## config.mk

```make
export PLATFORM = sky130hd
export DESIGN_NAME = pid_controller_antiwindup
export DESIGN_NICKNAME = d
export VERILOG_FILES = /design/src/rtl/pidaw_pkg.sv /design/src/rtl/pidaw_mul.sv /design/src/rtl/pid_controller_antiwindup.sv
export VERILOG_INCLUDE_DIRS = /design/src /design/src/rtl
export SDC_FILE = /design/constraint.sdc
export NUM_CORES = 2
export LEC_CHECK = 0
export BUFFER_PORTS_ARGS = -buffer_cell sky130_fd_sc_hd__buf_2
export CAP_MARGIN = 20
export CORE_MARGIN = 10
export CORE_UTILIZATION = 45
export CTS_BUF_LIST = sky130_fd_sc_hd__clkbuf_16
export DETAILED_ROUTE_END_ITERATION = 16
export SLEW_MARGIN = 20
export SYNTH_ARGS = -nofsm -noshare
export SYNTH_HDL_FRONTEND = slang
export SYNTH_SLANG_ARGS = --single-unit
```

## constraint.sdc

```tcl
create_clock -name clk_i -period 15.54 [get_ports clk_i]
set_clock_uncertainty 0.2 [all_clocks]
set_input_delay 1.554 -clock clk_i [delete_from_list [all_inputs] [get_ports clk_i]]
set_output_delay 1.554 -clock clk_i [all_outputs]
set_load 0.005 [all_outputs]
```

## src/rtl/assert_macros.svh

```systemverilog
// Assertion macros shared by the RTL files of the PID regulator.
// No dependencies; include with the bare file name.
`ifndef ASSERT_MACROS_SVH
`define ASSERT_MACROS_SVH

// Clocked assertion, disabled while reset is asserted.
`define ASSERT_CLK(label, prop, msg) \
  label: assert property (@(posedge clk_i) disable iff (!rst_ni) (prop)) else $error(msg);

// Clocked implication, disabled while reset is asserted.
`define ASSERT_IMPL(label, ante, cons, msg) \
  label: assert property (@(posedge clk_i) disable iff (!rst_ni) (ante) |-> (cons)) \
    else $error(msg);

`endif

```

## src/rtl/pidaw_pkg.sv

```systemverilog
// Package for the PID regulator: word widths, command and register codes,
// reset values and the saturation helper. No dependencies.
package pidaw_pkg;

  localparam int WORD_W  = 32;
  localparam int FRAC_W  = 16;
  localparam int RATE_W  = 31;
  localparam int PROD_W  = 2 * WORD_W;
  localparam int WIDE_W  = PROD_W - FRAC_W;
  localparam int ACC_W   = WORD_W + 3;
  localparam int IDX_W   = 3;

  typedef logic signed [WORD_W-1:0] word_t;
  typedef logic signed [WIDE_W-1:0] wide_t;
  typedef logic signed [ACC_W-1:0]  acc_t;
  typedef logic [RATE_W-1:0]        rate_t;
  typedef logic [IDX_W-1:0]         idx_t;

  // item commands
  localparam logic CMD_SAMPLE = 1'b0;
  localparam logic CMD_CLEAR  = 1'b1;

  // register indexes
  localparam idx_t REG_KP     = 3'd0;
  localparam idx_t REG_KI     = 3'd1;
  localparam idx_t REG_KD     = 3'd2;
  localparam idx_t REG_TARGET = 3'd3;
  localparam idx_t REG_LIM_LO = 3'd4;
  localparam idx_t REG_LIM_HI = 3'd5;
  localparam idx_t REG_PERIOD = 3'd6;
  localparam idx_t REG_RATE   = 3'd7;

  // reset values
  localparam word_t RST_KP     = 32'sd65536;
  localparam word_t RST_KI     = 32'sd6554;
  localparam word_t RST_KD     = 32'sd3277;
  localparam word_t RST_TARGET = 32'sd1638400;
  localparam word_t RST_LIM_LO = -32'sd6553600;
  localparam word_t RST_LIM_HI = 32'sd6553600;
  localparam rate_t RST_PERIOD = 31'd655;
  localparam rate_t RST_RATE   = 31'd6553600;

  localparam wide_t WIDE_MAX = wide_t'({1'b0, {(WORD_W-1){1'b1}}});
  localparam wide_t WIDE_MIN = -WIDE_MAX - wide_t'(1);

  // saturate a wide signed value to one word
  function automatic word_t sat_word(input wide_t v);
    word_t r;
    if (v > WIDE_MAX) begin
      r = {1'b0, {(WORD_W-1){1'b1}}};
    end else if (v < WIDE_MIN) begin
      r = {1'b1, {(WORD_W-1){1'b0}}};
    end else begin
      r = v[WORD_W-1:0];
    end
    return r;
  endfunction

endpackage

```

## src/rtl/pidaw_mul.sv

```systemverilog
// Shared fixed-point multiplier: registered signed product, then shift,
// truncation toward zero and saturation to one word. Uses pidaw_pkg.
module pidaw_mul (
  input  logic           clk_i,
  input  logic           en_i,
  input  pidaw_pkg::word_t a_i,
  input  pidaw_pkg::word_t b_i,
  output pidaw_pkg::word_t q_o
);
  import pidaw_pkg::*;

  logic signed [PROD_W-1:0] prod_q;
  wide_t                    shifted;
  wide_t                    trunc;

  always_ff @(posedge clk_i) begin
    if (en_i) begin
      prod_q <= PROD_W'(a_i) * PROD_W'(b_i);
    end
  end

  // arithmetic shift floors; a negative product with fraction bits moves up one
  always_comb begin
    shifted = prod_q[PROD_W-1:FRAC_W];
    trunc   = (prod_q[PROD_W-1] && (|prod_q[FRAC_W-1:0])) ? shifted + wide_t'(1) : shifted;
  end

  assign q_o = sat_word(trunc);

endmodule

```

## src/rtl/pid_controller_antiwindup.sv

```systemverilog
// PID regulator with integral clamp, signed Q16.16, one shared multiplier.
// A sample item accepted in S_IDLE steps through S_ERR, S_DIF, S_INT, S_DT,
// S_P, S_I and S_D, which registers the result, waiting while the output
// register is still held by a stall. No item is taken outside S_IDLE, while the
// single multiplier steps through five products. A clear item yields no result.
// Reset (rst_ni low, async): registers to defaults, integral and last error zero.
`include "assert_macros.svh"

module pid_controller_antiwindup (
  input  logic             clk_i,
  input  logic             rst_ni,
  // configuration write port
  input  logic             cfg_we_i,
  input  pidaw_pkg::idx_t  cfg_idx_i,
  input  pidaw_pkg::word_t cfg_data_i,
  // input item channel
  input  logic             in_valid_i,
  output logic             in_stall_o,
  input  logic             cmd_i,
  input  pidaw_pkg::word_t measurement_i,
  // result item channel
  output logic             out_valid_o,
  input  logic             out_stall_i,
  output pidaw_pkg::word_t drive_value_o
);
  import pidaw_pkg::*;

  // sequencer states
  localparam logic [2:0] S_IDLE = 3'd0;  // waiting for an item
  localparam logic [2:0] S_ERR  = 3'd1;  // e = target - measurement
  localparam logic [2:0] S_DIF  = 3'd2;  // d = e - last_e ; mul e*period
  localparam logic [2:0] S_INT  = 3'd3;  // integral update + clamp ; mul d*rate
  localparam logic [2:0] S_DT   = 3'd4;  // dterm captured ; mul kp*e
  localparam logic [2:0] S_P    = 3'd5;  // acc = P term ; mul ki*I
  localparam logic [2:0] S_I    = 3'd6;  // acc += I term ; mul kd*dterm
  localparam logic [2:0] S_D    = 3'd7;  // acc += D term, sat, clamp, emit

  logic [2:0] state_q, state_d;

  // configuration registers
  word_t kp_q, ki_q, kd_q, target_q, lim_lo_q, lim_hi_q;
  rate_t period_q, rate_q;

  // working registers
  word_t meas_q;
  word_t err_q;
  word_t diff_q;     // holds d, then the derivative term
  word_t integ_q;
  word_t last_q;
  acc_t  acc_q;
  word_t out_q;
  logic  out_valid_q;

  // shared units
  word_t mul_a, mul_b, mul_q;
  logic  mul_en;
  acc_t  add_a, add_b, add_res;
  logic  add_sub;
  word_t add_sat;
  word_t clamp_res;

  logic in_acc;
  logic out_free;

  assign in_stall_o    = (state_q != S_IDLE);
  assign in_acc        = in_valid_i && !in_stall_o;
  assign out_free      = !out_valid_q || !out_stall_i;
  assign out_valid_o   = out_valid_q;
  assign drive_value_o = out_q;

  // limit clamp: high bound first, then low, so inverted limits end at the low bound
  function automatic word_t clamp_lim(input word_t v, input word_t lo, input word_t hi);
    word_t r;
    r = (v > hi) ? hi : v;
    r = (r < lo) ? lo : r;
    return r;
  endfunction

  // --- configuration ---
  always_ff @(posedge clk_i or negedge rst_ni) begin
    if (!rst_ni) begin
      kp_q     <= RST_KP;
      ki_q     <= RST_KI;
      kd_q     <= RST_KD;
      target_q <= RST_TARGET;
      lim_lo_q <= RST_LIM_LO;
      lim_hi_q <= RST_LIM_HI;
      period_q <= RST_PERIOD;
      rate_q   <= RST_RATE;
    end else if (cfg_we_i) begin
      unique case (cfg_idx_i)
        REG_KP:     kp_q     <= cfg_data_i;
        REG_KI:     ki_q     <= cfg_data_i;
        REG_KD:     kd_q     <= cfg_data_i;
        REG_TARGET: target_q <= cfg_data_i;
        REG_LIM_LO: lim_lo_q <= cfg_data_i;
        REG_LIM_HI: lim_hi_q <= cfg_data_i;
        REG_PERIOD: period_q <= cfg_data_i[RATE_W-1:0];
        REG_RATE:   rate_q   <= cfg_data_i[RATE_W-1:0];
        default:    ;
      endcase
    end
  end

  // --- shared multiplier: operands picked by the step ---
  always_comb begin
    mul_a  = '0;
    mul_b  = '0;
    mul_en = 1'b1;
    unique case (state_q)
      S_DIF: begin
        mul_a = err_q;
        mul_b = word_t'({1'b0, period_q});
      end
      S_INT: begin
        mul_a = diff_q;
        mul_b = word_t'({1'b0, rate_q});
      end
      S_DT: begin
        mul_a = kp_q;
        mul_b = err_q;
      end
      S_P: begin
        mul_a = ki_q;
        mul_b = integ_q;
      end
      S_I: begin
        mul_a = kd_q;
        mul_b = diff_q;
      end
      default: begin
        mul_en = 1'b0;  // hold the last product, S_D may wait on the output
      end
    endcase
  end

  pidaw_mul u_mul (
    .clk_i (clk_i),
    .en_i  (mul_en),
    .a_i   (mul_a),
    .b_i   (mul_b),
    .q_o   (mul_q)
  );

  // --- shared adder with saturation ---
  always_comb begin
    add_a   = '0;
    add_b   = '0;
    add_sub = 1'b0;
    unique case (state_q)
      S_ERR: begin
        add_a   = acc_t'(target_q);
        add_b   = acc_t'(meas_q);
        add_sub = 1'b1;
      end
      S_DIF: begin
        add_a   = acc_t'(err_q);
        add_b   = acc_t'(last_q);
        add_sub = 1'b1;
      end
      S_INT: begin
        add_a = acc_t'(integ_q);
        add_b = acc_t'(mul_q);
      end
      S_P: begin
        add_b = acc_t'(mul_q);
      end
      S_I, S_D: begin
        add_a = acc_q;
        add_b = acc_t'(mul_q);
      end
      default: ;
    endcase
    add_res   = add_sub ? (add_a - add_b) : (add_a + add_b);
    add_sat   = sat_word(wide_t'(add_res));
    clamp_res = clamp_lim(add_sat, lim_lo_q, lim_hi_q);
  end

  // --- sequencer ---
  always_comb begin
    state_d = state_q;
    unique case (state_q)
      S_IDLE: begin
        if (in_acc && (cmd_i == CMD_SAMPLE)) begin
          state_d = S_ERR;
        end
      end
      S_ERR: state_d = S_DIF;
      S_DIF: state_d = S_INT;
      S_INT: state_d = S_DT;
      S_DT:  state_d = S_P;
      S_P:   state_d = S_I;
      S_I:   state_d = S_D;
      S_D: begin
        if (out_free) begin
          state_d = S_IDLE;
        end
      end
      default: state_d = S_IDLE;
    endcase
  end

  always_ff @(posedge clk_i or negedge rst_ni) begin
    if (!rst_ni) begin
      state_q     <= S_IDLE;
      integ_q     <= '0;
      last_q      <= '0;
      out_valid_q <= 1'b0;
    end else begin
      state_q <= state_d;
      if (in_acc && (cmd_i == CMD_CLEAR)) begin
        integ_q <= '0;
        last_q  <= '0;
      end
      if (state_q == S_DIF) begin
        last_q <= err_q;
      end
      if (state_q == S_INT) begin
        integ_q <= clamp_res;  // anti-windup clamp
      end
      if (state_q == S_D && out_free) begin
        out_valid_q <= 1'b1;
      end else if (!out_stall_i) begin
        out_valid_q <= 1'b0;
      end
    end
  end

  // datapath registers, no reset needed
  always_ff @(posedge clk_i) begin
    if (in_acc) begin
      meas_q <= measurement_i;
    end
    if (state_q == S_ERR) begin
      err_q <= add_sat;
    end
    if (state_q == S_DIF) begin
      diff_q <= add_sat;
    end
    if (state_q == S_DT) begin
      diff_q <= mul_q;  // derivative term replaces d
    end
    if (state_q == S_P || state_q == S_I) begin
      acc_q <= add_res;  // three-term sum kept unsaturated until the end
    end
    if (state_q == S_D && out_free) begin
      out_q <= clamp_res;
    end
  end

  // --- checks ---
  `ASSERT_IMPL(a_clear_state, in_acc && (cmd_i == CMD_CLEAR),
    ##1 (integ_q == '0) && (last_q == '0), "clear item did not zero the state")
  `ASSERT_IMPL(a_sample_starts, in_acc && (cmd_i == CMD_SAMPLE),
    ##1 (state_q == S_ERR), "sample item did not start the sequence")
  `ASSERT_IMPL(a_emit, (state_q == S_D) && out_free,
    ##1 out_valid_q && (state_q == S_IDLE), "result not emitted at end of sequence")

endmodule

```

# --- Word-level counts from Yosys, hierarchy flattened ---
# Cells that the tools add are included.
op_classes:
  n_eq_ne: 17
  n_bitwise: 1
  n_lt_le_gt_ge: 6
  mux: 24
  multipliers: 1
  add_sub_neg: 3
  n_reduce_logical: 30
op_table:
  columns: ["op", "n"]
  rows:
  - ["2-to-1 mux 32 bit", 11]
  - ["one-hot mux 32 bit (5 select lines)", 2]
  - ["one-hot mux 35 bit (4 select lines)", 1]
  - ["one-hot mux 35 bit (3 select lines)", 1]
  - ["multiplier 32 x 32 -> 64 bit", 1]
  - ["adder 48 x 2 -> 48 bit (second input constant)", 1]
  - ["greater-than comparator 48 x 32 -> 1 bit (second input constant)", 1]
  - ["less-than comparator 48 x 32 -> 1 bit (second input constant)", 1]
  - ["2-to-1 mux 48 bit", 1]
  - ["adder 35 bit", 1]
  - ["greater-than comparator 35 x 32 -> 1 bit (second input constant)", 1]
  - ["less-than comparator 35 x 32 -> 1 bit (second input constant)", 1]
  - ["2-to-1 mux 35 bit", 1]
  - ["subtractor 35 bit", 1]
  - ["greater-than comparator 32 bit", 1]
  - ["less-than comparator 32 bit", 1]
  - ["== test 3 bit (second input constant)", 8]
  - ["one-hot mux 3 bit (8 select lines)", 1]
  - ["AND reduction 2 bit", 9]
  - ["OR reduction 16 bit", 1]
  - ["== test 3 x 2 -> 1 bit (second input constant)", 4]
  - ["== test 3 x 1 -> 1 bit (second input constant)", 2]
  - ["logical NOT 3 bit", 2]
  - ["2-to-1 mux 3 bit", 2]
  - ["12 further kinds", 26]
totals:
  out_inout_bits: 34
  word_cells: 100
  register_bits: 549
  input_bits: 73

# --- Longest topological paths before layout ---
logic_depth:
  word_depth: 17
  ltp_mapped: 72
  ltp_nobuf: 64

# --- Modules after synthesis ---
# A second synthesis with hierarchy kept.
hier_totals:
  cells_unflattened: 6772
  hier_area_um2: 66302.3
modules_own_cells:
  columns: ["mod", "instances", "area_per_inst_um2", "cells_each", "seq_area_each_um2"]
  rows:
  - ["pidaw_mul", 1, 39736.9, 4235, 1921.8]
  - ["pid_controller_antiwindup", 1, 26565.5, 2537, 13005.0]

# --- Worst setup path after synthesis ---
# Ideal clock, no wire load.
synth_timing:
  kind: "register -> register"
  startpoint: "register u_mul.prod_q[2]"
  endpoint: "register integ_q[10]"
  synth_period_minus_slack_ns: 13.401
  path_stages_with_launch: 65
  arrival_ns: 13.081
  setup_ns: 0.121
  path_buffers: 9
  required_ns: 15.219
  path_slack_ns: 2.139
  cell_sequence: "edfxtp_1 or4_4 or4_1 buf_2 and4_4 a311oi_1 o22ai_1 or4_1 buf_2 o21ai_2 clkbuf_1 a21oi_1 nor2_1 ha_1 and3_1 and3_1 o221ai_1 or4b_1 [... 29 more ...] clkbuf_1 mux2_2 ha_1 a21oi_1 nor2b_1 o21ai_0 nand2b_1 a21oi_1 nor2b_1 o21ai_0 nand2_1 a21oi_1 inv_1 or4b_4 o2111ai_4 buf_8 mux2_4 a22o_1"
synth_between:
  elab_chain_len: 17
  elab_cells_between_ends: 20
  cone_classes: "add/sub: 2; order compare: 6; mux: 10; reduce/logical: 2"
synth_rtl:
  columns: ["element", "line_no", "rtl"]
  rows:
  - ["start, declared", "pidaw_mul.sv:12", "logic signed [PROD_W-1:0] prod_q;"]
  - ["start signal, assigned", "pidaw_mul.sv:18", "prod_q <= PROD_W'(a_i) * PROD_W'(b_i);"]
  - ["OR reduction 16 bit (*)", "pidaw_mul.sv:25", "trunc = (prod_q[PROD_W-1] && (|prod_q[FRAC_W-1:0])) ? shifted + wide_t'(1) : shifted;"]
  - ["logical AND 1 bit (*)", "pidaw_mul.sv:25", null]
  - ["2-to-1 mux 48 bit (*)", "pidaw_mul.sv:25", null]
  - ["less-than comparator 48 x 32 -> 1 bit", "pidaw_pkg.sv:51", "end else if (v < WIDE_MIN) begin"]
  - ["2-to-1 mux 32 bit", "pidaw_pkg.sv:51", null]
  - ["2-to-1 mux 32 bit (*)", "pidaw_pkg.sv:49", "if (v > WIDE_MAX) begin"]
  - ["one-hot mux 35 bit (3 select lines) (*)", "pid_controller_antiwindup.sv:150", "unique case (state_q)"]
  - ["adder 35 bit or subtractor 35 bit (tied branches)", "pid_controller_antiwindup.sv:174", "add_res = add_sub ? (add_a - add_b) : (add_a + add_b);"]
  - ["[... 3 more ...]", null, null]
  - ["2-to-1 mux 32 bit (*)", "pidaw_pkg.sv:49", null]
  - ["net add_sat[2]", "pid_controller_antiwindup.sv:59", "word_t add_sat;"]
  - ["greater-than comparator 32 bit", "pid_controller_antiwindup.sv:74", "r = (v > hi) ? hi : v;"]
  - ["2-to-1 mux 32 bit (*)", "pid_controller_antiwindup.sv:74", null]
  - ["less-than comparator 32 bit", "pid_controller_antiwindup.sv:75", "r = (r < lo) ? lo : r;"]
  - ["2-to-1 mux 32 bit (*)", "pid_controller_antiwindup.sv:75", null]
  - ["net clamp_res[10]", "pid_controller_antiwindup.sv:60", "word_t clamp_res;"]
  - ["2-to-1 mux 32 bit (*)", "pid_controller_antiwindup.sv:218", "if (state_q == S_INT) begin"]
  - ["end signal, assigned", "pid_controller_antiwindup.sv:219", "integ_q <= clamp_res;"]
  - ["end, declared", "pid_controller_antiwindup.sv:48", "word_t integ_q;"]
# Mark *: on every way through the listed nets, which the timed path passes. The rest lies on a longest branch.
# A chain may end at the register's enable or synchronous reset.

# --- Worst setup path in the final report ---
layout_timing:
  startpoint: "register u_mul.prod_q[9]"
  endpoint: "register integ_q[1]"
layout_between:
  elab_chain_len: 17
  elab_cells_between_ends: 20
  cone_classes: "add/sub: 2; order compare: 6; mux: 10; reduce/logical: 2"
layout_rtl:
  columns: ["element", "line_no", "rtl"]
  rows:
  - ["OR reduction 16 bit (*)", "pidaw_mul.sv:25", null]
  - ["logical AND 1 bit (*)", "pidaw_mul.sv:25", null]
  - ["2-to-1 mux 48 bit (*)", "pidaw_mul.sv:25", null]
  - ["less-than comparator 48 x 32 -> 1 bit", "pidaw_pkg.sv:51", null]
  - ["2-to-1 mux 32 bit", "pidaw_pkg.sv:51", null]
  - ["2-to-1 mux 32 bit (*)", "pidaw_pkg.sv:49", null]
  - ["one-hot mux 35 bit (3 select lines) (*)", "pid_controller_antiwindup.sv:150", null]
  - ["adder 35 bit or subtractor 35 bit (tied branches)", "pid_controller_antiwindup.sv:174", null]
  - ["[... 1 more ...]", null, null]
  - ["net add_res[32]", "pid_controller_antiwindup.sv:57", "acc_t add_a, add_b, add_res;"]
  - ["[... 2 more ...]", null, null]
  - ["2-to-1 mux 32 bit (*)", "pidaw_pkg.sv:49", null]
  - ["net add_sat[1]", "pid_controller_antiwindup.sv:59", null]
  - ["greater-than comparator 32 bit", "pid_controller_antiwindup.sv:74", null]
  - ["2-to-1 mux 32 bit (*)", "pid_controller_antiwindup.sv:74", null]
  - ["less-than comparator 32 bit", "pid_controller_antiwindup.sv:75", null]
  - ["2-to-1 mux 32 bit (*)", "pid_controller_antiwindup.sv:75", null]
  - ["net clamp_res[1]", "pid_controller_antiwindup.sv:60", null]
  - ["2-to-1 mux 32 bit (*)", "pid_controller_antiwindup.sv:218", null]
# Marked as above.

==> results.sh <==
export IMPL_hold_path_class="register to register"
export IMPL_report_final_slew_viol_count=0
export IMPL_ctsHoldBuffers=0
export IMPL_start_util_pct=45.4
export IMPL_io_pins=107
export IMPL_drc_errors=0
export IMPL_clock_fmax_mhz=68.3
export IMPL_cpMostUsedCell="o21a_1"
export IMPL_mostFrequentLayoutCell="inv_1"
export IMPL_layout_min_cycle_time_ps=14640
export IMPL_multi_input_area_mm2=0.0448
export IMPL_fillCellCount=13600
export IMPL_slowest_stage="or4_1"
export IMPL_seq_area_mm2=0.0149
export IMPL_synth_edf_count=227
export IMPL_vias=50200
export IMPL_cts_tree="yes"
export IMPL_grt_pass1_vias=51900
export IMPL_setup_reg_to_reg_worst_slack_ps=900
export IMPL_drive_above_1_share_pct=12.0
export IMPL_syn_area_per_cell_um2=9.72
export IMPL_ctsLongestPathBuffers=3
export IMPL_h_tree_depth=2
export IMPL_yosys_register_bits=549
export IMPL_syn2layout_area_growth_pct=7.97
export IMPL_max_slew_margin_pct=13.5
export IMPL_hold_violations=0
export IMPL_drtPass1Iterations=8
export IMPL_core_mm2=0.144
export IMPL_ys_seq_area_share_pct=22.8
export IMPL_cts_root_buf="clkbuf_16"
export IMPL_path_max_fanout=10
export IMPL_worstReg2RegEnd="integ_q[1]"
export IMPL_async_flop_share_pct=58.7
export IMPL_ys_warn_count=0
export IMPL_drv_cap=0
export IMPL_totalWireLength_mm=237
export IMPL_crit_path_start="u_mul.prod_q[9]"
export IMPL_tightestPinTransition_ps=1290
export IMPL_antenna_left=0
export IMPL_globalplace_congestion=0.990
export IMPL_reg2reg_depth=62
export IMPL_netlist_area_mm2=0.0653
export IMPL_nets=8168
export IMPL_synth_cells=6720
export IMPL_initialDrtViolationCount=5214
export IMPL_setup_viol=0
export IMPL_synthFlopType="dfrtp_1"
export IMPL_final_cell_mix="inv_1 (1,254), fa_1 (1,083), nand2_1 (1,054), nor2_1 (352), ha_1 (283)"
export IMPL_grt_usage_pct=29.2
export IMPL_fin_crit_sh_pct=94.2
export IMPL_r2r_start="u_mul.prod_q[9]"
export IMPL_grt_max_degree=176
export IMPL_cpPeakStageDelay_ps=710
export IMPL_vias_per_cell=5.78
export IMPL_grt_antenna_before_repair=24
export IMPL_synthDistinctLibCells=85
export IMPL_avgRoutedWirePerCell_um=27.3
export IMPL_outcome="finished, final reports clean"
export IMPL_die_area_mm2=0.161
export IMPL_end_kind="register"
export IMPL_place_port_buffers=106
export IMPL_grt_overflow_total=0
export IMPL_die_h_um=401
export IMPL_die_x_um=401
export IMPL_syn_nets=8159
export IMPL_grt_first_pass_wirelength_mm=351
export IMPL_place_detailed_hpwl_mm=188
export IMPL_cts_clk_slew_worst_paths_ps=60
export IMPL_worstPathArrival_ps=14960
export IMPL_clkLatencyLatePin_ps=650
export IMPL_cts_inserted_buffers=54
export IMPL_crit_end="integ_q[1]"
export IMPL_path_class="register to register"
export IMPL_crit_path_start_kind="register"
export IMPL_crit_required_ps=15860
export IMPL_cts_sinks=549
export IMPL_row_count=139
export IMPL_final_util_pct=49.0
## worst min-delay path by stage
stage / endpoint / from / cells after the start
CTS: last_q[23] / last_q[23] / 1
floorplan: integ_q[0] / integ_q[0] / 1
global placement: period_q[23] / period_q[23] / 1
detailed placement: last_q[31] / last_q[31] / 1
finish: last_q[14] / last_q[14] / 1
global route: target_q[23] / target_q[23] / 1
## through the flow
step           cells  hold slack (ps)  setup WS, ps  setup TNS, ps  area (um^2)
3_5_place_dp    8572              287           319              0        68700
6_report        8683              298           897              0        70600
5_1_grt         8677              311         -6.30          -10.5        70500
3_3_place_gp    8571              283           368              0        68700
2_1_floorplan   6720              260          2140              0        65300
4_1_cts         8673              303           235              0        70500
## cell families (layout without fill, tap and decap cells)
group                    Yosys count  in the layout  share of synthesized area (%)
other                              0              6                              0
buffers and inverters           1575           1629                           9.11
multiplexers                     365            365                           6.33
AO/OA/AOI/OAI                    892            892                           9.04
AND/OR/NAND/NOR                 1809           1809                           11.9
flip-flops                       549            549                           22.8
XOR/XNOR                         164            164                           2.20
adder cells (fa/ha/maj)         1366           1366                           38.6
## per-layer routing
metal | vias up | routed length [um] | track usage [%]
met5 | - | 54 | 0
met4 | 8 | 8400 | 8.67
met3 | 455 | 24300 | 7.93
met2 | 2394 | 103000 | 44.1
met1 | 26000 | 101000 | 41.0
li1 | 21300 | - | -
## what timing repair did
item / 4_1_cts / 5_1_grt
setup endpoints to repair: 0 / 64
setup buffers: 0 / 3
gates resized for setup: 0 / 12
## Yosys cell counts (8+ instances only)
master    instances  area, um^2
and2_1           57         357
o21bai_1         17         128
nor2b_1          29         181
a21oi_1         193         966
clkbuf_1        295        1110
xnor2_1         100         876
or2_2            11        68.8
nand3_1          46         230
dfrtp_1         280        7010
fa_1           1083       21700
nor3_1           67         335
a221o_1          23         230
a22o_1           82         718
and3_1           21         131
o21a_1           38         285
ha_1            283        3540
inv_1          1239        4650
o21ai_0         210        1050
edfxtp_1        227        6820
nand2_1        1056        3960
nand2b_1         55         344
mux2_2          263        2960
dfstp_2          42        1100
buf_1            31         116
nand4_1          36         225
o211ai_1         27         203
or4_1             9        67.6
xor2_1           64         561
mux2_4           31         465
a211oi_1         20         150
o21ai_1          20         100
o22ai_1           8        50.1
a221oi_1         36         315
mux2i_1          71         711
a31oi_1          37         231
a21boi_0          8        60.1
nor2_1          361        1360
a22oi_1          34         255
or3_1            11        68.8
a21o_1           79         593
nor4_1           19         119
## critical path, delay by kind of cell (launching register included)
family	cells	cell delay [ps]
XOR/XNOR	1	160
AND/OR/NAND/NOR	19	5260
buffers and inverters	2	320
adder cells (fa/ha/maj)	4	1080
AO/OA/AOI/OAI	32	5860
flip-flops	1	350
multiplexers	4	1250
## area by class of cell
cell class,count,area share [%]
Multi-Input combinational cell,4596,63.5
Sequential cell,549,21.2
Inverter,1239,6.59
Clock inverter,44,0.468
Tap cell,1903,3.37
Antenna cell,6,0.0213
Clock buffer,57,2.02
Timing Repair Buffer,289,2.80
## sequential cells by signal, indices dropped and copies added (netlist names)
register,flops
out_valid_o,1
acc_q,35
period_q,31
target_q,32
kp_q,32
rate_q,31
ki_q,32
state_q,3
meas_q,32
last_q,32
kd_q,32
diff_q,32
lim_hi_q,32
err_q,32
u_mul.prod_q,64
integ_q,32
lim_lo_q,32
drive_value_o,32
Power is left out: the tool's default activity adds up to more than one toggle a clock period on the data nets, which glitch-free logic cannot reach.
